===== config.mk =====
export PLATFORM = sky130hd
export DESIGN_NAME = bmp8_stream_parser_core
export DESIGN_NICKNAME = d
export VERILOG_FILES = /design/src/bmp8_pkg.sv /design/src/bmp8_hdr_chk.sv /design/src/bmp8_stream_parser_core.sv
export SDC_FILE = /design/constraint.sdc
export NUM_CORES = 1
export LEC_CHECK = 0
export BUFFER_PORTS_ARGS = -buffer_cell sky130_fd_sc_hd__buf_2
export CAP_MARGIN = 25
export CORE_UTILIZATION = 37
export DETAILED_ROUTE_END_ITERATION = 16
export GPL_TIMING_DRIVEN = 0
export PLACE_DENSITY = 0.65
export SLEW_MARGIN = 20
export SYNTH_ARGS = -nofsm -noshare
export SYNTH_HDL_FRONTEND = slang
export SYNTH_SLANG_ARGS = --single-unit
export TNS_END_PERCENT = 100

===== constraint.sdc =====
create_clock -name clk -period 14.78 [get_ports clk]
set_input_delay 2.217 -clock clk [delete_from_list [all_inputs] [get_ports clk]]
set_output_delay 2.217 -clock clk [all_outputs]
set_load 0.01 [all_outputs]

===== src/bmp8_pkg.sv =====
`timescale 1ns / 1ps

package bmp8_pkg;

	// image limits
	localparam int unsigned MAX_WIDTH  = 2048;
	localparam int unsigned MAX_HEIGHT = 2048;

	// counter widths follow from the limits
	localparam int unsigned COL_W = $clog2(MAX_WIDTH + 4);
	localparam int unsigned ROW_W = $clog2(MAX_HEIGHT + 1);

	// header layout
	localparam int unsigned IDX_W      = 11;
	localparam logic [IDX_W-1:0] HDR_LAST = IDX_W'(14 + 40 + 1024 - 1);

	// signature bytes
	localparam logic [7:0] SIG_B = 8'h42;
	localparam logic [7:0] SIG_M = 8'h4D;

	// result kinds
	localparam logic [1:0] KIND_PIXEL  = 2'd0;
	localparam logic [1:0] KIND_HEADER = 2'd1;
	localparam logic [1:0] KIND_ERROR  = 2'd2;

	// error codes
	localparam logic [1:0] ERR_SIG  = 2'd0;
	localparam logic [1:0] ERR_INFO = 2'd1;
	localparam logic [1:0] ERR_SIZE = 2'd2;

	localparam int unsigned TDATA_W = 88;

	typedef enum logic [1:0] {
		PH_HEADER,
		PH_PIXELS,
		PH_IDLE
	} phase_t;

	typedef struct packed {
		logic sig_bad;
		logic fix_bad;
	} chk_t;

	typedef struct packed {
		logic [1:0]  kind;
		logic [7:0]  pixel;
		logic [10:0] row;
		logic [10:0] col;
		logic        last;
		logic [1:0]  err;
		logic [31:0] size_field;
		logic [11:0] width;
		logic [11:0] height;
	} res_t;

endpackage


===== src/bmp8_hdr_chk.sv =====
`timescale 1ns / 1ps

module bmp8_hdr_chk import bmp8_pkg::*; (
	input  logic [IDX_W-1:0] idx,
	input  logic [7:0]       data,
	output chk_t             chk
);

	logic       fixed;
	logic [7:0] need;

	// fixed info-header bytes: size 40, one plane, 8 bpp, zero colors used
	always_comb begin
		fixed = 1'b1;
		need  = 8'd0;
		case (idx)
			11'd14: need = 8'd40;
			11'd15, 11'd16, 11'd17: need = 8'd0;
			11'd26: need = 8'd1;
			11'd27: need = 8'd0;
			11'd28: need = 8'd8;
			11'd29: need = 8'd0;
			11'd46, 11'd47, 11'd48, 11'd49: need = 8'd0;
			default: fixed = 1'b0;
		endcase
	end

	always_comb begin
		chk.sig_bad = ((idx == 11'd0) && (data != SIG_B)) ||
			((idx == 11'd1) && (data != SIG_M));
		chk.fix_bad = fixed && (data != need);
	end

endmodule


===== src/bmp8_stream_parser_core.sv =====
`timescale 1ns / 1ps

// Byte-serial parser for 8-bit palette-indexed bitmap files. One file byte
// is taken per beat on the slave side; s_tuser high marks the first byte
// of a new file and clears all parser state (after reset the first byte is
// byte 0 anyway). The 14-byte file header must start with "BM"; the 40-byte
// info header must give header size 40, one plane, 8 bpp and zero
// colors used, otherwise an error beat goes out on the offending byte. The
// 1024 palette bytes are skipped, and on the last one a header beat reports
// file size, width and height, or an error beat if width or height exceeds
// the limit. Then every pixel byte goes out with its row (file order) and
// column, row padding is dropped, and tlast marks the final pixel. After an
// error or the end of the image, bytes are swallowed until the next start.
// Throughput is one byte per clock while the skid register is empty: all
// header checks and counter updates happen in the cycle the byte is accepted,
// and the result is registered in the two-entry output buffer (main register
// plus skid register), which keeps the slave side open while one result waits.
module bmp8_stream_parser_core import bmp8_pkg::*; (
	input  logic               clk,
	input  logic               arst_n,
	input  logic               s_tvalid,
	output logic               s_tready,
	input  logic [7:0]         s_tdata,   // data_byte[7:0]
	input  logic [0:0]         s_tuser,   // start_req[0]
	output logic               m_tvalid,
	input  logic               m_tready,
	output logic [TDATA_W-1:0] m_tdata,   // pixel[7:0], row[18:8], col[29:19],
	                                      // error_code[31:30], size_field[63:32],
	                                      // width[75:64], height[87:76]
	output logic [1:0]         m_tuser,   // kind[1:0]
	output logic               m_tlast    // last
);

	// parser state
	phase_t             phase_q, phase_n;
	logic [IDX_W-1:0]   idx_q, idx_n;
	logic [31:0]        size_q, size_n;
	logic [31:0]        width_q, width_n;
	logic [31:0]        height_q, height_n;
	logic [COL_W-1:0]   col_q, col_n;
	logic [ROW_W-1:0]   row_q, row_n;

	// state as seen by this byte (start request clears it first)
	logic               start;
	phase_t             ph_e;
	logic [IDX_W-1:0]   idx_e;
	logic [31:0]        size_e, width_e, height_e;
	logic [COL_W-1:0]   col_e;
	logic [ROW_W-1:0]   row_e;

	chk_t               chk;
	res_t               res;
	logic               res_v;
	logic               err_hit;
	logic               hdr_done;
	logic               img_done;

	// pixel phase helpers
	logic [COL_W-1:0]   wc;
	logic [ROW_W-1:0]   hc;
	logic [1:0]         pad;
	logic [COL_W:0]     row_len;
	logic [COL_W:0]     col_nx;
	logic [ROW_W:0]     row_nx;
	logic [4:0]         sh;

	// output buffer
	res_t               out_q, skid_q;
	logic               out_valid_q, skid_valid_q;
	logic               accept, push;

	assign start    = s_tuser[0];
	assign ph_e     = start ? PH_HEADER : phase_q;
	assign idx_e    = start ? '0 : idx_q;
	assign size_e   = start ? '0 : size_q;
	assign width_e  = start ? '0 : width_q;
	assign height_e = start ? '0 : height_q;
	assign col_e    = start ? '0 : col_q;
	assign row_e    = start ? '0 : row_q;

	assign accept = s_tvalid && s_tready;
	assign push   = accept && res_v;

	bmp8_hdr_chk u_chk (
		.idx  (idx_e),
		.data (s_tdata),
		.chk  (chk)
	);

	// the three little-endian fields all start at an offset that is 2 mod 4
	assign sh = {2'(idx_e[1:0] - 2'd2), 3'b000};

	// in the pixel phase width and height already passed the limit check
	assign wc      = width_e[COL_W-1:0];
	assign hc      = height_e[ROW_W-1:0];
	assign pad     = 2'(2'd0 - wc[1:0]);
	assign row_len = {1'b0, wc} + {{(COL_W-1){1'b0}}, pad};
	assign col_nx  = {1'b0, col_e} + 1'b1;
	assign row_nx  = {1'b0, row_e} + 1'b1;

	// datapath: result and counter updates for the current byte
	always_comb begin
		res      = '0;
		res_v    = 1'b0;
		err_hit  = 1'b0;
		hdr_done = 1'b0;
		img_done = 1'b0;
		idx_n    = idx_e;
		size_n   = size_e;
		width_n  = width_e;
		height_n = height_e;
		col_n    = col_e;
		row_n    = row_e;
		case (ph_e)
			PH_HEADER: begin
				if (chk.sig_bad) begin
					res.kind = KIND_ERROR;
					res.err  = ERR_SIG;
					res_v    = 1'b1;
					err_hit  = 1'b1;
				end else if (chk.fix_bad) begin
					res.kind = KIND_ERROR;
					res.err  = ERR_INFO;
					res_v    = 1'b1;
					err_hit  = 1'b1;
				end else begin
					// gather file size, width and height
					if (idx_e >= 11'd2 && idx_e <= 11'd5)
						size_n = size_e | ({24'd0, s_tdata} << sh);
					else if (idx_e >= 11'd18 && idx_e <= 11'd21)
						width_n = width_e | ({24'd0, s_tdata} << sh);
					else if (idx_e >= 11'd22 && idx_e <= 11'd25)
						height_n = height_e | ({24'd0, s_tdata} << sh);

					if (idx_e < HDR_LAST) begin
						idx_n = idx_e + 1'b1;
					end else if (width_n > 32'(MAX_WIDTH) ||
						height_n > 32'(MAX_HEIGHT)) begin
						res.kind = KIND_ERROR;
						res.err  = ERR_SIZE;
						res_v    = 1'b1;
						err_hit  = 1'b1;
					end else begin
						res.kind       = KIND_HEADER;
						res.size_field = size_n;
						res.width      = width_n[11:0];
						res.height     = height_n[11:0];
						res_v          = 1'b1;
						hdr_done       = 1'b1;
						col_n          = '0;
						row_n          = '0;
					end
				end
			end
			PH_PIXELS: begin
				if (col_e < wc) begin
					res.kind  = KIND_PIXEL;
					res.pixel = s_tdata;
					res.row   = 11'(row_e);
					res.col   = 11'(col_e);
					res.last  = (row_nx == {1'b0, hc}) && (col_nx == {1'b0, wc});
					res_v     = 1'b1;
				end
				// padding bytes produce no result; they only advance the column and row counters
				if (col_nx >= row_len) begin
					col_n = '0;
					row_n = row_nx[ROW_W-1:0];
					if (row_nx >= {1'b0, hc})
						img_done = 1'b1;
				end else begin
					col_n = col_nx[COL_W-1:0];
				end
			end
			default: begin
			end
		endcase
	end

	// next phase
	always_comb begin
		phase_n = ph_e;
		case (ph_e)
			PH_HEADER: begin
				if (err_hit)
					phase_n = PH_IDLE;
				else if (hdr_done)
					phase_n = (width_n == 32'd0 || height_n == 32'd0) ? PH_IDLE : PH_PIXELS;
			end
			PH_PIXELS: begin
				if (img_done)
					phase_n = PH_IDLE;
			end
			default: phase_n = PH_IDLE;
		endcase
	end

	always_ff @(posedge clk or negedge arst_n) begin
		if (!arst_n) begin
			phase_q  <= PH_HEADER;
			idx_q    <= '0;
			size_q   <= '0;
			width_q  <= '0;
			height_q <= '0;
			col_q    <= '0;
			row_q    <= '0;
		end else if (accept) begin
			phase_q  <= phase_n;
			idx_q    <= idx_n;
			size_q   <= size_n;
			width_q  <= width_n;
			height_q <= height_n;
			col_q    <= col_n;
			row_q    <= row_n;
		end
	end

	// output buffer: skid only fills while the main register is stalled,
	// and the slave side closes while the skid holds a beat
	assign s_tready = !skid_valid_q;

	always_ff @(posedge clk or negedge arst_n) begin
		if (!arst_n) begin
			out_valid_q  <= 1'b0;
			skid_valid_q <= 1'b0;
		end else if (!out_valid_q || m_tready) begin
			if (skid_valid_q) begin
				out_valid_q  <= 1'b1;
				skid_valid_q <= 1'b0;
			end else begin
				out_valid_q <= push;
			end
		end else if (push) begin
			skid_valid_q <= 1'b1;
		end
	end

	always_ff @(posedge clk) begin
		if (!out_valid_q || m_tready) begin
			if (skid_valid_q)
				out_q <= skid_q;
			else if (push)
				out_q <= res;
		end else if (push) begin
			skid_q <= res;
		end
	end

	assign m_tvalid = out_valid_q;
	assign m_tuser  = out_q.kind;
	assign m_tlast  = out_q.last;
	assign m_tdata  = {out_q.height, out_q.width, out_q.size_field, out_q.err,
		out_q.col, out_q.row, out_q.pixel};

	// skid never holds a beat unless the main register does
	a_skid_order: assert property (@(posedge clk) disable iff (!arst_n)
		skid_valid_q |-> out_valid_q)
		else $error("skid register full while output register empty");

	// an error always sends the parser idle
	a_err_idle: assert property (@(posedge clk) disable iff (!arst_n)
		(push && res.kind == KIND_ERROR) |=> (phase_q == PH_IDLE))
		else $error("parser not idle after error");

	// with no row padding the final pixel ends the image
	a_last_idle: assert property (@(posedge clk) disable iff (!arst_n)
		(push && res.kind == KIND_PIXEL && res.last && pad == 2'd0)
		|=> (phase_q == PH_IDLE))
		else $error("parser not idle after final pixel");

	// only pixel beats may carry tlast
	a_last_kind: assert property (@(posedge clk) disable iff (!arst_n)
		(m_tvalid && m_tlast) |-> (m_tuser == KIND_PIXEL))
		else $error("tlast on a non-pixel beat");

endmodule

==> reports/metrics.csv <==
stage,metric,value,unit
sta,drv_slew,0,
clock_tree,clk_latency,520,ps
power,sw_frac_of_total,22.93,%
logic_synthesis,ys_types,92,
route,drt_first_iter_violations,1211,
route,post_drt_wl_per_cell,21.61,µm
setup_path,r2r_slack,9790,ps
floorplan,start_util,37.74,%
clock_tree,ctsRootBufferMaster,clkbuf_16,
placement,gp_congestion,0.9554,
cells_and_area,regArea,8843,µm²
route,wl,44.45,mm
sta,finalSetupViolCount,0,
sta,slew_headroom,31.61,%
clock_tree,cts_resized,0,
logic_synthesis,async_flop_share,42.59,%
sta,period_needed,7500,ps
sta,timing.fmax,133.3,MHz
power,seqPwrFrac,50.8,%
floorplan,rows,75,
setup_path,cp_max_fo,10,
grt,grt_pass1_vias,11891,
clock_tree,cts_buffers,34,
setup_path,start_kind,input pin,
sta,final.setup_skew,20.55,ps
clock_tree,clk_path_buf_depth,3,
cells_and_area,multi_input_area,6420,µm²
floorplan,coreArea,42130,µm²
power,intPower,1480,µW
setup_path,r2r-start,idx_q[0]$_DFFE_PN0P_,
grt,grt_pass1_wl,69.79,mm
power,pwr-share-comb,6.5,%
grt,antenna_found_initial,1,
setup_path,arrival,7900,ps
route,drtAntennaViolNets,0,
power,power.leakage,0.006828,µW
setup_path,worstSetupPathType,input pin to flip-flop,
status,status,completed,
clock_tree,htree_levels,2,
sta,rsz0062_at_grt,no,
floorplan,num_io_pins,106,
sta,finalSetupTns,0,ps
sta,hold_viol,0,
logic_synthesis,netlist_instances,1351,
power,p_switching,440.4,µW
sta,worstMarginPinSlew,1026,ps
clock_tree,cts_tree,built,
logic_synthesis,syn_area_per_cell,11.77,µm²
setup_path,rr_worst_depth,14,
sta,fin_crit_sh,50.74,%
logic_synthesis,synth_fp_nets,1405,
grt,grt_start_max_net_pins,99,
logic_synthesis,synth_warnings,0,
logic_synthesis,syn-cell-area,15900,µm²
cells_and_area,design_area,18260,µm²
route,via_per_inst,5.848,
placement,io_buffers,104,
setup_path,endpoint,row_q[3]$_DFFE_PN0P_,
clock_tree,hold_buffers,0,
job,max-cap-violations,0,
floorplan,dieArea,43810,µm²
cells_and_area,area_growth,14.84,%
power,vdd_drop_max,0.05969,mV
setup_path,crit_required,15180,ps
logic_synthesis,ys_seq_area_share,55.61,%
logic_synthesis,yosys_register_bits,317,
power,p_per_area,105.1,nW/µm²
route,first_pass_iters,5,
floorplan,dieHeight,209.3,µm
cells_and_area,finalNetCount,1548,
logic_synthesis,ys.flop_type,edfxtp_1,
route,drc,0,
floorplan,die_w,209.3,µm
clock_tree,numClockSinks,317,
cells_and_area,drive_gt1_share,17.40,%
route,dr_total_vias,12029,
min_path,holdCritPathClass,flip-flop to flip-flop,
placement,hpwl,32.08,mm
placement,placed_cell_area,17200,µm²
clock_tree,post_cts_buffers,0,
power,power_frac_clock,42.7,%
grt,globalRouteOverflowTotal,0,
setup_path,end_kind,flip-flop,
setup_path,startpoint,s_tuser,
logic_synthesis,synth_edf_count,182,
cells_and_area,fillers,3899,
setup_path,worstReg2RegEnd,m_tdata[23]$_DFFE_PP_,
clock_tree,clk_pin_slew_worst_paths,60,ps
grt,grtUsageTotal,20.35,%
[through the flow]
step	total power, µW	setup WS, ps	hold slack [ps]	util, %	instances
2_1_floorplan	1056	7288	458.4	-	1351
3_3_place_gp	1114	4759	474.3	40.58	1994
3_5_place_dp	1118	6921	474.7	40.82	1997
4_1_cts	1933	7427	495.0	43.34	2056
5_1_grt	1980	7020	499.2	43.34	2056
6_report	1920	7280	492.6	43.34	2057
[power groups by stage]
stage / combinational, µW / sequential [µW] / clock (µW)
after CTS: 126 / 975 / 832
after global placement: 119 / 995 / 0
final: 125 / 975 / 820
after floorplan: 52.0 / 1000 / 0
after detailed placement: 125 / 993 / 0
after global routing: 135 / 977 / 868
[cell type report]
class                      count  area share, %
antenna                        1        0.01370
buffer                       111          3.015
clock buffer                  42          5.049
clock inverter                17         0.7605
inverter                      26         0.5344
multi-input combinational    897          35.15
sequential                   317          48.42
tap                          539          3.693
timing repair buffer         107          3.357
[critical path, cell delays in order]
cell and delay (ps):
buf_2 210, buf_4 280, clkbuf_8 240, buf_6 180, buf_2 270, buf_2 350
clkbuf_1 550, nor2b_1 160, ha_1 340, and3_1 230, and3_1 200, nand3_1 100
xnor2_1 230, ha_1 320, o21a_1 170, o21ai_0 130, nand2b_1 80, a41oi_1 660
nand2b_1 300, nor2_1 180, a22o_1 270, a31o_2 210
[layout by cell type (no fill, tap or decap), drive strengths merged, types with 15 or more instances in the layout]
cell    instances
nand3          26
dfrtp         135
a21oi          23
clkbuf        121
a32oi          32
a32o           94
nand2         122
o21ai          22
clkinv         15
o31ai          62
nor3           18
edfxtp        182
nor4           26
nor2          109
a22o           19
inv            26
mux2           36
buf           139
ha             41
xnor2          40
and2           35
nor2b          27
[worst min path at each step]
stage / from / end / depth (start not counted)
2_1_floorplan: col_q[7]$_DFFE_PN0P_ / col_q[7]$_DFFE_PN0P_ / 1
3_3_place_gp: size_q[20]$_DFFE_PN0P_ / size_q[20]$_DFFE_PN0P_ / 1
3_5_place_dp: col_q[9]$_DFFE_PN0P_ / col_q[9]$_DFFE_PN0P_ / 1
4_1_cts: size_q[27]$_DFFE_PN0P_ / size_q[27]$_DFFE_PN0P_ / 1
5_1_grt: size_q[17]$_DFFE_PN0P_ / size_q[17]$_DFFE_PN0P_ / 1
6_report: size_q[27]$_DFFE_PN0P_ / size_q[27]$_DFFE_PN0P_ / 1
[state kept, by name, indices dropped and copies added (netlist names), 2 cells and up]
signal and count:
skid_q 91, m_tdata 88, height_q 32, size_q 32
width_q 32, col_q 12, row_q 12, idx_q 11
m_tuser 2, phase_q 2
[layer usage]
metal,wire length (µm),part of all wire [%],GRT usage [%],up-vias
met3,3260,7.3,3.696,74
met1,19850,45,28.68,6004
met2,20220,45,31.82,487
met4,1104,2.5,6.313,2
li1,-,-,-,5462
met5,13,0.029,0,-
[cell families after synthesis]
logic type | synth area share, %
fa+ha+maj | 3.226
simple gates | 13.66
buf+inv | 4.075
flops | 55.61
compound gates | 18.07
mux | 2.612
xor+xnor | 2.746
[synthesized netlist by cell type, drive strengths merged (14+ instances only)]
master,instances,area share [%]
and3,14,0.55
edfxtp,182,34
ha,41,3.2
xnor2,40,2.3
nand3,26,0.82
nor3,18,0.60
mux2,36,2.5
dfrtp,135,21
nor4,26,1.2
clkbuf,79,1.9
buf,32,1.5
and2,35,1.4
a22o,19,1.0
o21ai,22,0.72
nor2b,27,1.1
a32o,94,5.9
a32oi,32,1.8
inv,25,0.59
a21oi,23,0.77
nor2,109,2.7
o31ai,62,3.0
nand2,122,2.9
Note: power is estimated with default switching activity, not from simulation.
